## src/rtl/servo_led_command_parser_top_assert.svh

```systemverilog
// Assertion helpers shared by the parser RTL.
// Both macros expect clk and rst_n in the enclosing scope.
`ifndef SERVO_LED_COMMAND_PARSER_TOP_ASSERT_SVH
`define SERVO_LED_COMMAND_PARSER_TOP_ASSERT_SVH

// Same-cycle implication.
`define SLCP_ASSERT_NOW(label, ante, cons, msg) \
  label: assert property (@(posedge clk) disable iff (!rst_n) (ante) |-> (cons)) \
    else $error(msg);

// Next-cycle implication.
`define SLCP_ASSERT_NXT(label, ante, cons, msg) \
  label: assert property (@(posedge clk) disable iff (!rst_n) (ante) |=> (cons)) \
    else $error(msg);

`endif

```

## src/rtl/slcp_pkg.sv

```systemverilog
`timescale 1ns / 1ps
package slcp_pkg;

  // Output counts
  localparam logic [2:0] SERVO_COUNT = 3'd6;
  localparam logic [2:0] LED_COUNT   = 3'd6;

  // Register reset values
  localparam logic [15:0] IDLE_TIMEOUT_RST = 16'd100;
  localparam logic [15:0] PULSE_MIN_RST    = 16'd700;
  localparam logic [15:0] PULSE_MAX_RST    = 16'd2300;
  localparam logic [15:0] STOP_PULSE_RST   = 16'd1500;

  // Register indexes
  localparam logic [1:0] REG_IDLE_TIMEOUT = 2'd0;
  localparam logic [1:0] REG_PULSE_MIN    = 2'd1;
  localparam logic [1:0] REG_PULSE_MAX    = 2'd2;
  localparam logic [1:0] REG_STOP_PULSE   = 2'd3;

  // Result actions
  localparam logic [1:0] ACT_PULSE  = 2'd0;
  localparam logic [1:0] ACT_COLOUR = 2'd1;
  localparam logic [1:0] ACT_SHOW   = 2'd2;
  localparam logic [1:0] ACT_STOP   = 2'd3;

  // Input kinds
  localparam logic KIND_BYTE = 1'b0;
  localparam logic KIND_TICK = 1'b1;

  // Result queue depth
  localparam logic [1:0] QUEUE_DEPTH = 2'd3;

  typedef struct packed {
    logic [15:0] idle_timeout_ms;
    logic [15:0] pulse_min_us;
    logic [15:0] pulse_max_us;
    logic [15:0] stop_pulse_us;
  } cfg_t;

  typedef struct packed {
    logic [1:0]  action;
    logic [2:0]  channel;
    logic [23:0] payload;
    logic        last;
  } out_item_t;

  // Results of one processed item, first entry leaves first
  typedef struct packed {
    logic [1:0] count;
    out_item_t  r0;
    out_item_t  r1;
  } push_t;

endpackage

```

## src/rtl/slcp_in_if.sv

```systemverilog
`timescale 1ns / 1ps
interface slcp_in_if;
  logic       valid;
  logic       ready;
  logic       kind;
  logic [7:0] byte_value;

  modport source (output valid, output kind, output byte_value, input ready);
  modport sink   (input valid, input kind, input byte_value, output ready);
endinterface

```

## src/rtl/slcp_out_if.sv

```systemverilog
`timescale 1ns / 1ps
interface slcp_out_if;
  logic        valid;
  logic        ready;
  logic [1:0]  action;
  logic [2:0]  channel;
  logic [23:0] payload;
  logic        last;

  modport source (output valid, output action, output channel, output payload,
                  output last, input ready);
  modport sink   (input valid, input action, input channel, input payload,
                  input last, output ready);
endinterface

```

## src/rtl/servo_led_command_parser_top.sv

```systemverilog
`timescale 1ns / 1ps
// An input transfer is held in the input register, and its results then enter the
// result queue, from whose head the result transfer is made.
// Throughput: one item per cycle for items giving zero or one result, while the
// result queue has room; the single-result output port slows items giving two.
// Reset (rst_n low, synchronous): registers return to defaults, no list open,
// idle count zero, result queue empty.
module servo_led_command_parser_top #(
  parameter logic [2:0] SERVO_COUNT = slcp_pkg::SERVO_COUNT,
  parameter logic [2:0] LED_COUNT   = slcp_pkg::LED_COUNT
) (
  input  logic        clk,
  input  logic        rst_n,
  slcp_in_if.sink     in_ch,
  slcp_out_if.source  out_ch,
  input  logic        cfg_we,
  input  logic [1:0]  cfg_index,
  input  logic [15:0] cfg_wdata
);
  import slcp_pkg::*;

  cfg_t       cfg;
  push_t      push;
  logic [1:0] free_slots;

  slcp_cfg_regs u_cfg (
    .clk       (clk),
    .rst_n     (rst_n),
    .cfg_we    (cfg_we),
    .cfg_index (cfg_index),
    .cfg_wdata (cfg_wdata),
    .cfg       (cfg)
  );

  slcp_parser #(
    .SERVO_COUNT (SERVO_COUNT),
    .LED_COUNT   (LED_COUNT)
  ) u_parser (
    .clk        (clk),
    .rst_n      (rst_n),
    .in_ch      (in_ch),
    .cfg        (cfg),
    .free_slots (free_slots),
    .push       (push)
  );

  slcp_res_queue u_queue (
    .clk        (clk),
    .rst_n      (rst_n),
    .push       (push),
    .free_slots (free_slots),
    .out_ch     (out_ch)
  );

endmodule

```

## src/rtl/slcp_cfg_regs.sv

```systemverilog
`timescale 1ns / 1ps
module slcp_cfg_regs (
  input  logic               clk,
  input  logic               rst_n,
  input  logic               cfg_we,
  input  logic [1:0]         cfg_index,
  input  logic [15:0]        cfg_wdata,
  output slcp_pkg::cfg_t     cfg
);
  import slcp_pkg::*;

  cfg_t cfg_r;

  // Register file, written one register per transfer
  always_ff @(posedge clk) begin
    if (!rst_n) begin
      cfg_r.idle_timeout_ms <= IDLE_TIMEOUT_RST;
      cfg_r.pulse_min_us    <= PULSE_MIN_RST;
      cfg_r.pulse_max_us    <= PULSE_MAX_RST;
      cfg_r.stop_pulse_us   <= STOP_PULSE_RST;
    end else if (cfg_we) begin
      case (cfg_index)
        REG_IDLE_TIMEOUT: cfg_r.idle_timeout_ms <= cfg_wdata;
        REG_PULSE_MIN:    cfg_r.pulse_min_us    <= cfg_wdata;
        REG_PULSE_MAX:    cfg_r.pulse_max_us    <= cfg_wdata;
        REG_STOP_PULSE:   cfg_r.stop_pulse_us   <= cfg_wdata;
        default: ;
      endcase
    end
  end

  assign cfg = cfg_r;

endmodule

```

## src/rtl/slcp_parser.sv

```systemverilog
`timescale 1ns / 1ps
`include "servo_led_command_parser_top_assert.svh"
module slcp_parser #(
  parameter logic [2:0] SERVO_COUNT = slcp_pkg::SERVO_COUNT,
  parameter logic [2:0] LED_COUNT   = slcp_pkg::LED_COUNT
) (
  input  logic            clk,
  input  logic            rst_n,
  slcp_in_if.sink         in_ch,
  input  slcp_pkg::cfg_t  cfg,
  input  logic [1:0]      free_slots,
  output slcp_pkg::push_t push
);
  import slcp_pkg::*;

  // List modes
  localparam logic [1:0] MODE_NONE  = 2'd0;
  localparam logic [1:0] MODE_SERVO = 2'd1;
  localparam logic [1:0] MODE_LED   = 2'd2;

  // Number phases
  localparam logic [2:0] PH_SPACE  = 3'd0;
  localparam logic [2:0] PH_SIGN   = 3'd1;
  localparam logic [2:0] PH_ZERO   = 3'd2;
  localparam logic [2:0] PH_PREFIX = 3'd3;
  localparam logic [2:0] PH_DIGITS = 3'd4;
  localparam logic [2:0] PH_DONE   = 3'd5;

  // Characters
  localparam logic [7:0] CH_S     = 8'h73;
  localparam logic [7:0] CH_L     = 8'h6C;
  localparam logic [7:0] CH_SEMI  = 8'h3B;
  localparam logic [7:0] CH_LF    = 8'h0A;
  localparam logic [7:0] CH_COMMA = 8'h2C;
  localparam logic [7:0] CH_SPACE = 8'h20;
  localparam logic [7:0] CH_PLUS  = 8'h2B;
  localparam logic [7:0] CH_MINUS = 8'h2D;
  localparam logic [7:0] CH_X_LO  = 8'h78;
  localparam logic [7:0] CH_X_UP  = 8'h58;

  localparam logic [2:0] IDX_MAX = 3'd7;

  // Input register
  logic       s1_v_r, s1_v_nxt;
  logic       kind_r;
  logic [7:0] byte_r;

  // Parser state
  logic [1:0]  mode_r, mode_nxt;
  logic [2:0]  idx_r, idx_nxt;
  logic [2:0]  phase_r, phase_nxt;
  logic [31:0] mag_r, mag_nxt;
  logic        neg_r, neg_nxt;
  logic [15:0] idle_r, idle_nxt;

  logic        load, process;
  logic [1:0]  res_count;
  out_item_t   res0, res1;

  logic        is_led;
  logic [3:0]  dval;
  logic        dok;
  logic        is_ws;
  logic [35:0] acc_sum;
  logic [31:0] acc_mag;
  logic [31:0] colour;
  logic        servo_ok, led_ok, fin_ok;
  out_item_t   fin_res;
  logic [15:0] idle_inc;
  logic        stop_fire;

  assign load          = in_ch.valid && in_ch.ready;
  assign process       = s1_v_r && (res_count <= free_slots);
  assign in_ch.ready   = !s1_v_r || process;

  // Character classes and digit value
  always_comb begin
    is_led = (mode_r == MODE_LED);
    dval   = 4'd0;
    dok    = 1'b0;
    if (byte_r inside {[8'h30:8'h39]}) begin
      dval = 4'(byte_r - 8'h30);
      dok  = 1'b1;
    end else if (byte_r inside {[8'h61:8'h66]}) begin
      dval = 4'(byte_r - 8'h57);
      dok  = is_led;
    end else if (byte_r inside {[8'h41:8'h46]}) begin
      dval = 4'(byte_r - 8'h37);
      dok  = is_led;
    end
    is_ws = (byte_r == CH_SPACE) || (byte_r inside {[8'h09:8'h0D]});
  end

  // Magnitude accumulate, saturating at all ones
  always_comb begin
    if (is_led) begin
      acc_sum = {mag_r, 4'b0000} + {32'd0, dval};
    end else begin
      acc_sum = {1'b0, mag_r, 3'b000} + {3'b000, mag_r, 1'b0} + {32'd0, dval};
    end
    acc_mag = (|acc_sum[35:32]) ? 32'hFFFF_FFFF : acc_sum[31:0];
  end

  // Value finish: limit check for servos, signed clamp for colours
  always_comb begin
    if (neg_r) begin
      colour = (mag_r > 32'h8000_0000) ? 32'h8000_0000 : (32'd0 - mag_r);
    end else begin
      colour = (mag_r > 32'h7FFF_FFFF) ? 32'h7FFF_FFFF : mag_r;
    end
    servo_ok = (mode_r == MODE_SERVO) && (idx_r < SERVO_COUNT) &&
               (!neg_r || (mag_r == 32'd0)) &&
               (mag_r >= {16'd0, cfg.pulse_min_us}) &&
               (mag_r <= {16'd0, cfg.pulse_max_us});
    led_ok   = is_led && (idx_r < LED_COUNT);
    fin_ok   = servo_ok || led_ok;
    fin_res.action  = is_led ? ACT_COLOUR : ACT_PULSE;
    fin_res.channel = idx_r;
    fin_res.payload = is_led ? colour[23:0] : mag_r[23:0];
    fin_res.last    = 1'b0;
  end

  // Idle counter
  assign idle_inc  = (idle_r != 16'hFFFF) ? (idle_r + 16'd1) : idle_r;
  assign stop_fire = (idle_inc > cfg.idle_timeout_ms);

  // Next state and results of the registered item
  always_comb begin
    mode_nxt  = mode_r;
    idx_nxt   = idx_r;
    phase_nxt = phase_r;
    mag_nxt   = mag_r;
    neg_nxt   = neg_r;
    idle_nxt  = idle_r;
    res0      = '0;
    res1      = '0;
    res_count = 2'd0;
    if (kind_r == KIND_TICK) begin
      idle_nxt = idle_inc;
      if (stop_fire) begin
        idle_nxt       = 16'd0;
        res0.action    = ACT_STOP;
        res0.payload   = {8'd0, cfg.stop_pulse_us};
        res_count      = 2'd1;
      end
    end else if (mode_r == MODE_NONE) begin
      if (byte_r == CH_S || byte_r == CH_L) begin
        mode_nxt  = (byte_r == CH_S) ? MODE_SERVO : MODE_LED;
        idx_nxt   = 3'd0;
        phase_nxt = PH_SPACE;
        mag_nxt   = 32'd0;
        neg_nxt   = 1'b0;
      end
    end else if (byte_r == CH_SEMI || byte_r == CH_LF || byte_r == CH_COMMA) begin
      // Value ends here
      phase_nxt = PH_SPACE;
      mag_nxt   = 32'd0;
      neg_nxt   = 1'b0;
      if (servo_ok) begin
        idle_nxt = 16'd0;
      end
      if (fin_ok) begin
        res0      = fin_res;
        res_count = 2'd1;
      end
      if (byte_r == CH_COMMA) begin
        if (idx_r < IDX_MAX) begin
          idx_nxt = idx_r + 3'd1;
        end
      end else begin
        // List closes, LED lists add a show
        mode_nxt = MODE_NONE;
        idx_nxt  = 3'd0;
        if (is_led) begin
          if (fin_ok) begin
            res1.action = ACT_SHOW;
            res_count   = 2'd2;
          end else begin
            res0.action = ACT_SHOW;
            res_count   = 2'd1;
          end
        end
      end
    end else begin
      // Number character
      case (phase_r)
        PH_SPACE, PH_SIGN: begin
          if (phase_r == PH_SPACE && is_ws) begin
            phase_nxt = PH_SPACE;
          end else if (phase_r == PH_SPACE && (byte_r == CH_PLUS || byte_r == CH_MINUS)) begin
            neg_nxt   = (byte_r == CH_MINUS);
            phase_nxt = PH_SIGN;
          end else if (!dok) begin
            phase_nxt = PH_DONE;
          end else if (is_led && dval == 4'd0) begin
            phase_nxt = PH_ZERO;
          end else begin
            mag_nxt   = acc_mag;
            phase_nxt = PH_DIGITS;
          end
        end
        PH_ZERO: begin
          if (byte_r == CH_X_LO || byte_r == CH_X_UP) begin
            phase_nxt = PH_PREFIX;
          end else if (!dok) begin
            phase_nxt = PH_DONE;
          end else begin
            mag_nxt   = acc_mag;
            phase_nxt = PH_DIGITS;
          end
        end
        PH_PREFIX, PH_DIGITS: begin
          if (!dok) begin
            phase_nxt = PH_DONE;
          end else begin
            mag_nxt   = acc_mag;
            phase_nxt = PH_DIGITS;
          end
        end
        default: ;
      endcase
    end
    res0.last = (res_count == 2'd1);
    res1.last = 1'b1;
  end

  assign push.count = process ? res_count : 2'd0;
  assign push.r0    = res0;
  assign push.r1    = res1;

  // Input register
  always_comb begin
    s1_v_nxt = s1_v_r;
    if (load) begin
      s1_v_nxt = 1'b1;
    end else if (process) begin
      s1_v_nxt = 1'b0;
    end
  end

  always_ff @(posedge clk) begin
    if (!rst_n) begin
      s1_v_r <= 1'b0;
    end else begin
      s1_v_r <= s1_v_nxt;
    end
  end

  always_ff @(posedge clk) begin
    if (load) begin
      kind_r <= in_ch.kind;
      byte_r <= in_ch.byte_value;
    end
  end

  // Parser state, updated once per processed item
  always_ff @(posedge clk) begin
    if (!rst_n) begin
      mode_r  <= MODE_NONE;
      idx_r   <= 3'd0;
      phase_r <= PH_SPACE;
      mag_r   <= 32'd0;
      neg_r   <= 1'b0;
      idle_r  <= 16'd0;
    end else if (process) begin
      mode_r  <= mode_nxt;
      idx_r   <= idx_nxt;
      phase_r <= phase_nxt;
      mag_r   <= mag_nxt;
      neg_r   <= neg_nxt;
      idle_r  <= idle_nxt;
    end
  end

  `SLCP_ASSERT_NOW(a_idx_idle, mode_r == MODE_NONE, idx_r == 3'd0, "index set with no open list")
  `SLCP_ASSERT_NXT(a_stop_clears, process && kind_r && stop_fire, idle_r == 16'd0, "idle not cleared after stop")
  `SLCP_ASSERT_NOW(a_push_fits, push.count != 2'd0, push.count <= free_slots, "push exceeds queue space")

endmodule

```

## src/rtl/slcp_res_queue.sv

```systemverilog
`timescale 1ns / 1ps
`include "servo_led_command_parser_top_assert.svh"
module slcp_res_queue (
  input  logic            clk,
  input  logic            rst_n,
  input  slcp_pkg::push_t push,
  output logic [1:0]      free_slots,
  slcp_out_if.source      out_ch
);
  import slcp_pkg::*;

  out_item_t  q_r   [3];
  out_item_t  q_nxt [3];
  out_item_t  sh    [3];
  logic [1:0] cnt_r, cnt_nxt;
  logic [1:0] rem;
  logic       pop;

  // Pop from the head, shift, then append the new results
  always_comb begin
    pop   = (cnt_r != 2'd0) && out_ch.ready;
    rem   = cnt_r - {1'b0, pop};
    sh[0] = pop ? q_r[1] : q_r[0];
    sh[1] = pop ? q_r[2] : q_r[1];
    sh[2] = q_r[2];
    for (int i = 0; i < 3; i++) begin
      q_nxt[i] = sh[i];
      if (push.count != 2'd0 && rem == 2'(i)) begin
        q_nxt[i] = push.r0;
      end
      if (push.count == 2'd2 && 2'(rem + 2'd1) == 2'(i)) begin
        q_nxt[i] = push.r1;
      end
    end
    cnt_nxt = rem + push.count;
  end

  always_ff @(posedge clk) begin
    if (!rst_n) begin
      cnt_r <= 2'd0;
    end else begin
      cnt_r <= cnt_nxt;
    end
  end

  always_ff @(posedge clk) begin
    for (int i = 0; i < 3; i++) begin
      q_r[i] <= q_nxt[i];
    end
  end

  assign free_slots     = QUEUE_DEPTH - cnt_r;
  assign out_ch.valid   = (cnt_r != 2'd0);
  assign out_ch.action  = q_r[0].action;
  assign out_ch.channel = q_r[0].channel;
  assign out_ch.payload = q_r[0].payload;
  assign out_ch.last    = q_r[0].last;

  `SLCP_ASSERT_NOW(a_no_overflow, push.count != 2'd0, ({1'b0, push.count} + {1'b0, cnt_r}) <= 3'd3, "result queue overflow")
  `SLCP_ASSERT_NXT(a_hold_stall, (cnt_r != 2'd0) && !out_ch.ready, $stable(q_r[0]), "head changed while stalled")

endmodule

```

## src/flat_wrapper.sv

```systemverilog
// flat-port wrapper written by rule: the top's interface ports become plain ports
module servo_led_command_parser_top_flat import slcp_pkg::*;
#(
  parameter logic [2:0] SERVO_COUNT = slcp_pkg::SERVO_COUNT,
  parameter logic [2:0] LED_COUNT   = slcp_pkg::LED_COUNT
)
  (clk, rst_n, cfg_we, cfg_index, cfg_wdata, in_ch_valid, in_ch_kind, in_ch_byte_value, in_ch_ready, out_ch_valid, out_ch_action, out_ch_channel, out_ch_payload, out_ch_last, out_ch_ready);
  slcp_in_if in_ch_i ();
  slcp_out_if out_ch_i ();
  input  logic clk;
  input  logic rst_n;
  input  logic cfg_we;
  input  logic [1:0] cfg_index;
  input  logic [15:0] cfg_wdata;
  input wire logic [$bits(in_ch_i.valid)-1:0] in_ch_valid;
  input wire logic [$bits(in_ch_i.kind)-1:0] in_ch_kind;
  input wire logic [$bits(in_ch_i.byte_value)-1:0] in_ch_byte_value;
  output wire logic [$bits(in_ch_i.ready)-1:0] in_ch_ready;
  output wire logic [$bits(out_ch_i.valid)-1:0] out_ch_valid;
  output wire logic [$bits(out_ch_i.action)-1:0] out_ch_action;
  output wire logic [$bits(out_ch_i.channel)-1:0] out_ch_channel;
  output wire logic [$bits(out_ch_i.payload)-1:0] out_ch_payload;
  output wire logic [$bits(out_ch_i.last)-1:0] out_ch_last;
  input wire logic [$bits(out_ch_i.ready)-1:0] out_ch_ready;
  assign in_ch_i.valid = in_ch_valid;
  assign in_ch_i.kind = in_ch_kind;
  assign in_ch_i.byte_value = in_ch_byte_value;
  assign in_ch_ready = in_ch_i.ready;
  assign out_ch_valid = out_ch_i.valid;
  assign out_ch_action = out_ch_i.action;
  assign out_ch_channel = out_ch_i.channel;
  assign out_ch_payload = out_ch_i.payload;
  assign out_ch_last = out_ch_i.last;
  assign out_ch_i.ready = out_ch_ready;
  servo_led_command_parser_top #(.SERVO_COUNT(SERVO_COUNT), .LED_COUNT(LED_COUNT)) u_core (.clk(clk), .rst_n(rst_n), .in_ch(in_ch_i), .out_ch(out_ch_i), .cfg_we(cfg_we), .cfg_index(cfg_index), .cfg_wdata(cfg_wdata));
endmodule
```

## config.mk

```make
export PLATFORM = sky130hd
export DESIGN_NAME = servo_led_command_parser_top_flat
export DESIGN_NICKNAME = d
export VERILOG_FILES = /design/src/rtl/slcp_pkg.sv /design/src/rtl/slcp_in_if.sv /design/src/rtl/slcp_out_if.sv /design/src/rtl/servo_led_command_parser_top.sv /design/src/rtl/slcp_cfg_regs.sv /design/src/rtl/slcp_parser.sv /design/src/rtl/slcp_res_queue.sv /design/src/flat_wrapper.sv
export VERILOG_INCLUDE_DIRS = /design/src /design/src/rtl
export SDC_FILE = /design/constraint.sdc
export NUM_CORES = 1
export LEC_CHECK = 0
export BUFFER_PORTS_ARGS = -buffer_cell sky130_fd_sc_hd__buf_2
export CAP_MARGIN = 20
export CORE_ASPECT_RATIO = 1.2
export CORE_MARGIN = 4
export CORE_UTILIZATION = 25
export CTS_BUF_LIST = sky130_fd_sc_hd__clkbuf_4
export CTS_CLUSTER_SIZE = 40
export DETAILED_ROUTE_END_ITERATION = 7
export GPL_ROUTABILITY_DRIVEN = 0
export PLACE_DENSITY_LB_ADDON = 0.1
export REMOVE_ABC_BUFFERS = 1
export SYNTH_ARGS = -nofsm -noshare
export SYNTH_HDL_FRONTEND = slang
export SYNTH_HIERARCHICAL = 1
export SYNTH_SLANG_ARGS = --single-unit
```

## constraint.sdc

```tcl
create_clock -name clk -period 10 [get_ports clk]
set_input_delay 1.5 -clock clk [delete_from_list [all_inputs] [get_ports clk]]
set_output_delay 1.5 -clock clk [all_outputs]
set_load 0.01 [all_outputs]
```

# Word level (Yosys, flattened, before mapping)
# Memories as Yosys holds them, arrays and structs flattened.
# Cells that the tools add are included.
[totals]
ram_bits = 90
in_bits = 32
register_bits = 133
mem_count = 1
[classes]
addsub = 13
bitwise_logic = 1
order_cmp = 16
n_eq_ne = 36
reduce_logical = 61
mux = 90
[memory_table]
columns = ["name", "depth", "word_bits", "rd", "rd_ports_with_merged_regs", "write_ports", "line_no", "source"]
rows = [
  ["u_core.u_queue.q_r", 3, 30, 3, 0, 3, "slcp_res_queue.sv:12", "out_item_t q_r [3];"],
]
[op_table]
columns = ["operator", "count"]
rows = [
  ["$mux W32", 10],
  ["$mux W30", 10],
  ["$mux W24", 5],
  ["$mux W16", 7],
  ["$pmux W32 S3", 1],
  ["$add A36 B4 Y36", 2],
  ["$mux W2", 23],
  ["$eq A8 B6 Y1 const B", 5],
  ["$mux W3", 13],
  ["$add A35 B33 Y36", 1],
  ["$mux W36", 1],
  ["$eq A8 B7 Y1 const B", 4],
  ["$ge A32 B16 Y1", 1],
  ["$gt A32 B31 Y1 const B", 1],
  ["$gt A32 B32 Y1 const B", 1],
  ["$le A32 B16 Y1", 1],
  ["$logic_not A32 Y1", 1],
  ["$mux W29", 1],
  ["$sub A1 B24 Y24 const A", 1],
  ["$logic_and A1 B1 Y1", 21],
  ["$ne A4 B4 Y1 const B", 5],
  ["$add A16 B1 Y16 const B", 1],
  ["$ge A8 B7 Y1 const B", 2],
  ["$gt A16 B16 Y1", 1],
  ["other kinds (44)", 98],
]

# Longest topological paths before layout
# Gate-level depths: netlist (run 1).
[depth]
word_depth = 19
mapped_depth = 30
mapped_depth_nobuf = 28

# By module
# Netlist (run 1), hierarchy kept.
[by_module_without_submodules]
columns = ["module", "cells_per_inst", "area_each_um2", "seq_area_each_um2", "instances"]
rows = [
  ["slcp_parser", 1134, 8484.4, 1431.4, 1],
  ["slcp_res_queue", 399, 4853.4, 2742.6, 1],
  ["slcp_cfg_regs", 241, 2552.4, 1281.2, 1],
]

# Worst setup path after synthesis (run 1)
# No wires, ideal clock.
[synth_path]
path_kind = "register -> register"
start = "reg u_core/u_parser/idle_r[0] (netlist name)"
end = "mem u_core/u_queue/q_r[0][60] in the netlist's numbering (enable)"
setup_time_ns = 0.459
setup_slack_ns = 2.971
arrival_ns = 6.570
stages_incl_launch_ff = 27
cell_sequence = "dfxtp_1 > ha_1 > and2_1 > and4_1 > nand4_1 > nor2_1 > nor2_1 > nand2_1 > nor2_1 > or2_2 > ha_1 > a21o_1 > a21o_1 > a21oi_1 > o21ai_0 > a31oi_1 > a21oi_1 > and2_1 > clkbuf_1 > a21oi_1 > ha_1 > nor2b_1 > o21ai_0 > nand2_1 > nor2_1 > o21ai_0 > o21ai_0"
[synth_rtl]
columns = ["item", "line_no"]
rows = [
  ["end, declared", "slcp_res_queue.sv:12"],
]

==> results of run 1 <==
metal layers:
layer	share of wire, %	wire length [um]	GRT usage, %	up-vias
met2	49	24880	25.31	314
met3	4.1	2097	2.863	73
met5	0	0	0	-
li1	-	-	-	6596
met1	45	22960	19.05	6463
met4	2.5	1289	4.456	0
cell type report:
type	count	area share [%]
diodes	2	0.02837
clock buffers	110	4.681
clock inverters	15	0.6242
inverters	86	1.830
multi-input cells	1328	52.25
flip-flops and latches	223	30.92
well taps	824	5.844
repair buffers	100	3.816
worst max-delay path, delay by kind of cell, from the launching register on:
| kind | cells | cell delay (ns) |
|---|---|---|
| adders and majority gates | 3 | 0.67 |
| DFF | 1 | 0.43 |
| buffers and inverters | 2 | 0.53 |
| AOI/OAI and AO/OA | 9 | 1.71 |
| and+or+nand+nor | 14 | 3.74 |
cell usage after synthesis (50+ instances only):
cell | count | share of area, %
dfxtp_1 | 124 | 16
nand2_1 | 192 | 4.5
edfxtp_1 | 99 | 19
buf_4 | 69 | 3.3
inv_1 | 86 | 2.0
clkbuf_1 | 50 | 1.2
o21ai_0 | 130 | 4.1
nor2_1 | 68 | 1.6
mux2i_1 | 64 | 4.0
a221o_1 | 56 | 3.5
nand4_1 | 51 | 2.0
a21oi_1 | 85 | 2.7
ha_1 | 125 | 9.8
worst paths after layout:
| path | start | endpoint | slack, ns | cells after the start |
|---|---|---|---|---|
| worst max-delay path | u_core/u_parser/idle_r[0] | u_core/u_queue/q_r[0][59] | 2.54 | 28 |
| worst min-delay path | u_core/u_cfg/cfg[61] | u_core/u_cfg/cfg[61] | 0.46 | 2 |
| worst max register to register | u_core/u_parser/idle_r[0] | u_core/u_queue/q_r[0][59] | 2.54 | 28 |
| worst min register to register | u_core/u_cfg/cfg[61] | u_core/u_cfg/cfg[61] | 0.46 | 2 |
registers in the layout, indices dropped and copies added (netlist names), 2 cells and up:
name	cells
u_core/u_queue/q_r	90
u_core/u_cfg/cfg	64
u_core/u_parser/mag_r	32
u_core/u_parser/idle_r	16
u_core/u_parser/byte_r	8
u_core/u_parser/idx_r	3
u_core/u_parser/phase_r	3
u_core/u_parser/mode_r	2
u_core/u_queue/cnt_r	2
power groups by stage:
stage	clock network [uW]	registers, uW	logic, uW
after floorplan	0	1030	120
after global placement	0	1030	226
after detailed placement	0	1030	233
after CTS	1050	1010	233
after global routing	1100	1010	254
final	992	1010	232
logic make-up (layout without fill, tap and decap cells):
| kind of cell | Yosys count | count (layout) | share of synthesized area (%) |
|---|---|---|---|
| AOI/OAI and AO/OA | 460 | 460 | 19.35 |
| xor gates and xnor gates | 42 | 42 | 2.362 |
| adders and majority gates | 127 | 127 | 10.09 |
| buffers and inverters | 250 | 311 | 8.591 |
| DFF | 223 | 223 | 34.33 |
| muxes | 94 | 94 | 6.157 |
| other | 2 | 31 | 0.04726 |
| and+or+nand+nor | 576 | 576 | 19.06 |
through the flow:
step           std cells  hold slack, ns  total power (uW)  instance area, um^2
5_1_grt             2688          0.4694              2367                17640
6_report            2688          0.4554              2235                17640
2_1_floorplan       1637          0.4347              1152                14950
3_5_place_dp        2560          0.4466              1264                16690
3_3_place_gp        2553          0.4444              1256                16560
4_1_cts             2685          0.4601              2295                17630
==> qor.csv, run 1 <==
metric;value;unit
worstSetupEndpointType;flop;
num_rows;101;
cts-root-buf;clkbuf_4;
rsz0062_at_grt;false;
final_core_util;27.92;%
cts_buffers;74;
drt-vias-per-instance;5.002;
clk_pin_slew;0.06;ns
synth_edf_count;99;
avgSynthCellArea;8.957;um^2
swShare;27.90;%
leakage;0.007632;uW
synth-main-ff-cell;dfxtp_1;
worstMarginPinSlew;1.064;ns
clkPwrFrac;44.4;%
crit_required;10.47;ns
wl;51.23;mm
ios;64;
clock.fmax;134.0;MHz
final_cell_mix;192 x nand2_1, 129 x o21ai_0, 125 x ha_1;
worst_slack;2.539;ns
max-cap-violations;0;
netlist_instances;1774;
area_delta_synth_final;11.02;%
dr.pass1.iters;5;
grt_max_degree;94;
worstPathArrival;7.93;ns
start_util;25.15;%
fin_crit_sh;74.61;%
drtIter0Drc;772;
p_switching;623.4;uW
die_w;238.1;um
pwr-share-comb;10.4;%
ys_types;98;
power_density;126.7;mW/mm^2
crit_type;flop to flop;
finalClockSkew;0.05387;ns
synth-seq-cells;223;
fill_cells;6847;
period_minus_slack;7.461;ns
antenna_found_initial;2;
route.antenna.remaining_nets;0;
register_area;0.005455;mm^2
coreArea;0.06319;mm^2
postCtsSetupBuffers;0;
ys_warn_count;6;
outcome;finished clean;
netlist_area;0.01589;mm^2
setup_viol;0;
min_path_type;flop to flop;
preCtsSetupSlack;2.551;ns
dpl.hpwl;36.86;mm
grt_pass1_wl;80.12;mm
drcViolationCount;0;
portBuffers;63;
async_flop_share;0;%
slowest_stage;or2_1;
clockBufferDepth;3;
drive_gt1_share;14.07;%
intPower;1611;uW
cts_tree;built;
cts.sinks;223;
num_vias;13446;
setup_tns;0;ns
max_stage_delay;0.73;ns
overflow;0;
h-tree-depth;3;
dieArea;0.06767;mm^2
grt_pass1_vias;13499;
crit_fanout;30;
slew_headroom;28.75;%
drv_slew;0;
die_h;284.2;um
irDropWorstVdd;97.03;uV
worst_setup_path_start_kind;flop;
clock_latency;0.80;ns
crit_top_cell;nor2_1;
final_nets;1972;
yosysSeqAreaShare;34.33;%
seq_power_share;45.2;%
multi_input_area;0.009218;mm^2
hold_viol;0;
wire_per_inst;19.06;um
grt_use_total;14.87;%
postCtsHoldBufs;0;
layout_commonest_cell;nand2_1;
ctsResizeCount;0;
No activity file was read; power rests on OpenSTA's default activity.
==> inputs of run 2 (changes only) <==
Clock period 10 ns to 7.68 ns, I/O delays scaled along.
==> run 2 against run 1 <==
- non-clock buffer count stayed put
- utilization is 0.19 points lower
- first-iteration DRC count down 8.7%
- largest power group unchanged
==> qor.csv, run 2 (same netlist as run 1, synthesis figures left out) <==
metric;value;unit;change
crit_family;simple AND/OR/NAND/NOR gates;;
register_area;0.005455;mm^2;unchanged
grt_pass1_vias;13425;;-0.55%
layout.cells.non_filler;2693;;+0.19%
dr_wl_met3;2.157;mm;+2.9%
cts_tree;built;;
routedLengthMet1;22.17;mm;-3.5%
total_power;2829;uW;+27%
hold_viol;0;;unchanged
worstPathArrival;5.80;ns;-2.13 ns
die_h;284.2;um;unchanged
crit_required;6.53;ns;-3.94 ns
grt_use_total;14.82;%;-0.050 points
coreArea;0.06319;mm^2;unchanged
clkPwrFrac;43.0;%;-1.4 points
dpl.hpwl;37.33;mm;+1.3%
num_rows;101;;unchanged
setup_viol;0;;unchanged
wire_per_inst;18.96;um;-0.51%
crit_type;flop to primary output;;
drv_slew;0;;unchanged
clock.fmax;143.8;MHz;
power_density;161.5;mW/mm^2;+27%
dr.pass1.iters;5;;unchanged
irDropWorstVdd;73.45;uV;-24%
start_util;25.15;%;unchanged
cts-root-buf;clkbuf_4;;
grt_max_degree;58;;-38%
rsz0062_at_grt;false;;
clockBufferDepth;3;;unchanged
cts_buffers;72;;-2.7%
h-tree-depth;3;;unchanged
drcViolationCount;0;;unchanged
ios;64;;unchanged
slowest_stage;dfxtp_1;;
worstMarginPinSlew;1.080;ns;+0.01643 ns
drive_gt1_share;13.52;%;-0.55 points
dieArea;0.06767;mm^2;unchanged
worst_setup_path_start_kind;flop;;
ctsResizeCount;0;;unchanged
swShare;28.72;%;+0.82 points
drtIter0Drc;705;;-8.7%
slew_headroom;27.65;%;-1.1 points
max_stage_delay;0.42;ns;-0.31 ns
largest-register;u_core/u_queue/q_r;;
finalClockSkew;0.05090;ns;-0.002971 ns
leakage;0.007564;uW;-0.89%
pwr-share-comb;10.5;%;about the same
overflow;0;;unchanged
route.antenna.remaining_nets;0;;unchanged
worstSetupEndpointType;primary output;;
period_minus_slack;6.954;ns;
fill_cells;6856;;+0.13%
grt_pass1_wl;79.34;mm;-0.97%
clk_pin_slew;0.06;ns;about the same
final_cell_mix;192 x nand2_1, 129 x o21ai_0, 125 x ha_1;;
postCtsSetupBuffers;0;;unchanged
fin_crit_sh;90.54;%;
largest_reg_flops;90;;unchanged
final_nets;1970;;-0.10%
antenna_found_initial;2;;unchanged
seq_power_share;46.5;%;+1.3 points
route.met2.wl;25.39;mm;+2.0%
num_vias;13256;;-1.4%
portBuffers;63;;unchanged
place_inst;2561;;+0.039%
die_w;238.1;um;unchanged
min_path_type;flop to flop;;
max-cap-violations;0;;unchanged
wl;51.07;mm;-0.32%
intPower;2017;uW;+25%
multi_input_area;0.009218;mm^2;unchanged
cts.sinks;223;;unchanged
area_delta_synth_final;10.27;%;
crit_fanout;21;;-30%
top_layer;met4;;
cp_num_buf_inv;3;;+1
clock_latency;0.82;ns;+0.02 ns
postCtsHoldBufs;0;;unchanged
outcome;finished clean;;
drt-vias-per-instance;4.922;;-1.6%
layout_commonest_cell;nand2_1;;
setup_tns;0;ns;unchanged
p_switching;812.6;uW;+30%
run 2: changes by cell type in the layout (fill, tap and decap cells not counted), sizes merged:
cell / delta
clkinv: +15
diode: +3
bufinv: -1
inv: -3
clkbuf: -9
run 2: routing by layer:
layer  vias up  GRT usage, %
met3        90         3.057
met4         0         4.776
met5         -             0
met1      6279         18.15
li1       6595             -
met2       292         25.91
run 2: worst min-delay path, delay by kind of cell (launching register included):
| family | cells | cell delay [ns] |
|---|---|---|
| multiplexers | 1 | 0.05 |
| AND/OR/NAND/NOR | 1 | 0.05 |
| flip-flops | 1 | 0.31 |
run 2: cell type report:
type / count / share of cell area [%]
multi-input cells: 1328 / 52.61
flip-flops and latches: 223 / 31.13
well taps: 824 / 5.884
clock buffers: 101 / 4.327
repair buffers: 100 / 3.399
inverters: 86 / 1.842
clock inverters: 26 / 0.7355
diodes: 5 / 0.07141
run 2: final timing paths:
check	start	end	slack [ns]	depth (start not counted)
worst max register to register	u_core/u_parser/idle_r[0]	u_core/u_parser/mag_r[27]	0.77	30
worst max-delay path	u_core/u_parser/idle_r[0]	in_ch_ready	0.73	25
worst min-delay path	u_core/u_cfg/cfg[57]	u_core/u_cfg/cfg[57]	0.46	2
worst min register to register	u_core/u_cfg/cfg[57]	u_core/u_cfg/cfg[57]	0.46	2
run 2: power by group through the flow:
stage          combinational (uW)  clock (uW)  sequential, uW
2_1_floorplan                 157           0            1340
3_3_place_gp                  296           0            1340
3_5_place_dp                  300           0            1340
4_1_cts                       300        1280            1320
5_1_grt                       326        1350            1320
6_report                      296        1220            1320
run 2: per-stage QoR:
stage / instance area [um^2] / setup WS (ns) / util (%) / hold WS [ns]
4_1_cts: 17510 / 0.6058 / 27.71 / 0.4433
5_1_grt: 17520 / 0.09482 / 27.73 / 0.4422
3_5_place_dp: 16620 / 0.7980 / 26.31 / 0.4502
3_3_place_gp: 16620 / 0.9208 / 26.31 / 0.4449
6_report: 17520 / 0.7263 / 27.73 / 0.4594
2_1_floorplan: 14950 / 0.2002 / - / 0.4347
==> inputs of run 3 (changes only) <==
Settings changed: CTS_BUF_LIST sky130_fd_sc_hd__clkbuf_4 to unset, SLEW_MARGIN set to 10.
==> run 3 against run 2 <==
- first-iteration DRC count is 4.1% higher
- hold slack worse by 0.0027 ns
- clock power is 8% higher
- fmax is 1.2% higher
- clock skew is 0.030 ns lower
- non-clock buffer count stayed put
- final area is 0.11% higher
- critical path depth is 5 higher
- die area stayed put
- setup slack better by 0.081 ns
- utilization hardly changed
- total power is 3.7% higher
==> qor.csv, run 3 (same netlist as run 1, synthesis figures left out) <==
metric;value;unit;change
crit_path_start;u_core/u_parser/idle_r[0];;
portBuffers;63;;unchanged
overflow;0;;unchanged
clock_latency;0.57;ns;-0.25 ns
h-tree-depth;1;;-2
period_minus_slack;6.873;ns;-0.08100 ns
dieArea;0.06767;mm^2;unchanged
min_path_type;flop to flop;;
drv_slew;0;;unchanged
route.antenna.remaining_nets;0;;unchanged
crit_top_cell;nand2_1;;
cts.sinks;223;;unchanged
worstSetupEndpointType;flop;;
r2r-end;u_core/u_parser/mag_r[27];;
drt-vias-per-instance;4.945;;+0.47%
cts-root-buf;clkbuf_16;;
worst_setup_path_start_kind;flop;;
clockBufferDepth;3;;unchanged
preCtsSetupSlack;0.7980;ns;unchanged
grt_max_degree;58;;unchanged
rrSetupSlack;0.81;ns;+0.04 ns
drtIter0Drc;734;;+4.1%
grt_use_total;14.46;%;-0.35 points
ctsResizeCount;0;;unchanged
hold_viol;0;;unchanged
crit_path_end;u_core/u_parser/mag_r[27];;
crit_type;flop to flop;;
die_w;238.1;um;unchanged
largest-register;u_core/u_queue/q_r;;
final_core_util;27.76;%;+0.030 points
worstPathArrival;7.33;ns;+1.53 ns
finalClockSkew;0.02055;ns;-0.03034 ns
fin_crit_sh;89.49;%;-1.1 points
wl;50.42;mm;-1.3%
layout.cells.non_filler;2617;;-2.8%
dr.pass1.iters;5;;unchanged
slew_headroom;26.25;%;-1.4 points
final_nets;1928;;-2.1%
drcViolationCount;0;;unchanged
postCtsSetupBuffers;0;;unchanged
num_vias;12942;;-2.4%
final_cell_mix;192 x nand2_1, 129 x o21ai_0, 125 x ha_1;;
postCtsHoldBufs;0;;unchanged
dpl.hpwl;37.33;mm;unchanged
layout_commonest_cell;nand2_1;;
irDropWorstVdd;147.9;uV;+100%
cts_buffers;30;;-58%
ios;64;;unchanged
largest_reg_flops;90;;unchanged
grt_pass1_vias;13071;;-2.6%
total_power;2934;uW;+3.7%
max_stage_delay;0.58;ns;+0.16 ns
start_util;25.15;%;unchanged
rsz0062_at_grt;false;;
max-cap-violations;0;;unchanged
place_inst;2561;;unchanged
outcome;finished clean;;
setup_viol;0;;unchanged
cts_tree;built;;
grt_pass1_wl;78.64;mm;-0.88%
area_delta_synth_final;10.39;%;
r2r_start;u_core/u_parser/idle_r[0];;
setup_tns;0;ns;unchanged
clk_pin_slew;0.05;ns;about the same
crit_required;8.13;ns;+1.60 ns
drive_gt1_share;10.37;%;-3.1 points
wire_per_inst;19.26;um;+1.6%
crit_fanout;32;;+52%
n_antenna_cell;0;;-5
worstMarginPinSlew;1.101;ns;+0.02094 ns
antenna_found_initial;0;;-2
slowest_stage;a311oi_2;;
power_density;167.3;mW/mm^2;+3.6%
r2r_cells;30;;unchanged
die_h;284.2;um;unchanged
leakage;0.007481;uW;-1.1%
num_rows;101;;unchanged
clock.fmax;145.5;MHz;+1.2%
worst_slack;0.8073;ns;+0.08100 ns
coreArea;0.06319;mm^2;unchanged
## run 3: cell type report
cell class	count	area, um^2
clock inverters	10	87.58
inverters	86	322.8
clock buffers	46	830.8
well taps	824	1031
multi-input cells	1328	9218
fillers	6811	45650
flip-flops and latches	223	5455
repair buffers	100	595.6
## run 3: worst min path at each step
| stage | slack, ns | startpoint | depth (start not counted) | to |
|---|---|---|---|---|
| 2_1_floorplan | 0.43 | u_core/u_cfg/cfg[25] | 2 | u_core/u_cfg/cfg[25] |
| 3_3_place_gp | 0.44 | u_core/u_cfg/cfg[44] | 2 | u_core/u_cfg/cfg[44] |
| 3_5_place_dp | 0.45 | u_core/u_cfg/cfg[63] | 2 | u_core/u_cfg/cfg[63] |
| 4_1_cts | 0.46 | u_core/u_cfg/cfg[61] | 2 | u_core/u_cfg/cfg[61] |
| 5_1_grt | 0.48 | u_core/u_cfg/cfg[31] | 2 | u_core/u_cfg/cfg[31] |
| 6_report | 0.46 | u_core/u_cfg/cfg[52] | 2 | u_core/u_cfg/cfg[52] |
## run 3: per-stage QoR
| stage | instance area [um^2] | hold slack [ns] |
|---|---|---|
| finish | 17540 | 0.4567 |
| global route | 17540 | 0.4820 |
| CTS | 17540 | 0.4607 |
| detailed placement | 16620 | 0.4502 |
| global placement | 16620 | 0.4449 |
| floorplan | 14950 | 0.4347 |
## run 3: routing by layer
| metal | wire [um] | global-route usage, % |
|---|---|---|
| met1 | 22130 | 18.30 |
| met4 | 1237 | 3.353 |
| met2 | 25120 | 25.92 |
| met5 | 0 | 0 |
| met3 | 1930 | 2.057 |
## run 3: worst max-delay path, delay by kind of cell, from the launching register on
family	cells	cell delay, ns
adders and majority gates	3	0.66
DFF	1	0.42
and+or+nand+nor	14	2.84
buffers and inverters	2	0.48
AOI/OAI and AO/OA	11	2.34
## run 3: power by group
part / internal, uW / switching, uW
clock network: 775 / 547
logic: 85.8 / 210
registers: 1290 / 23.8
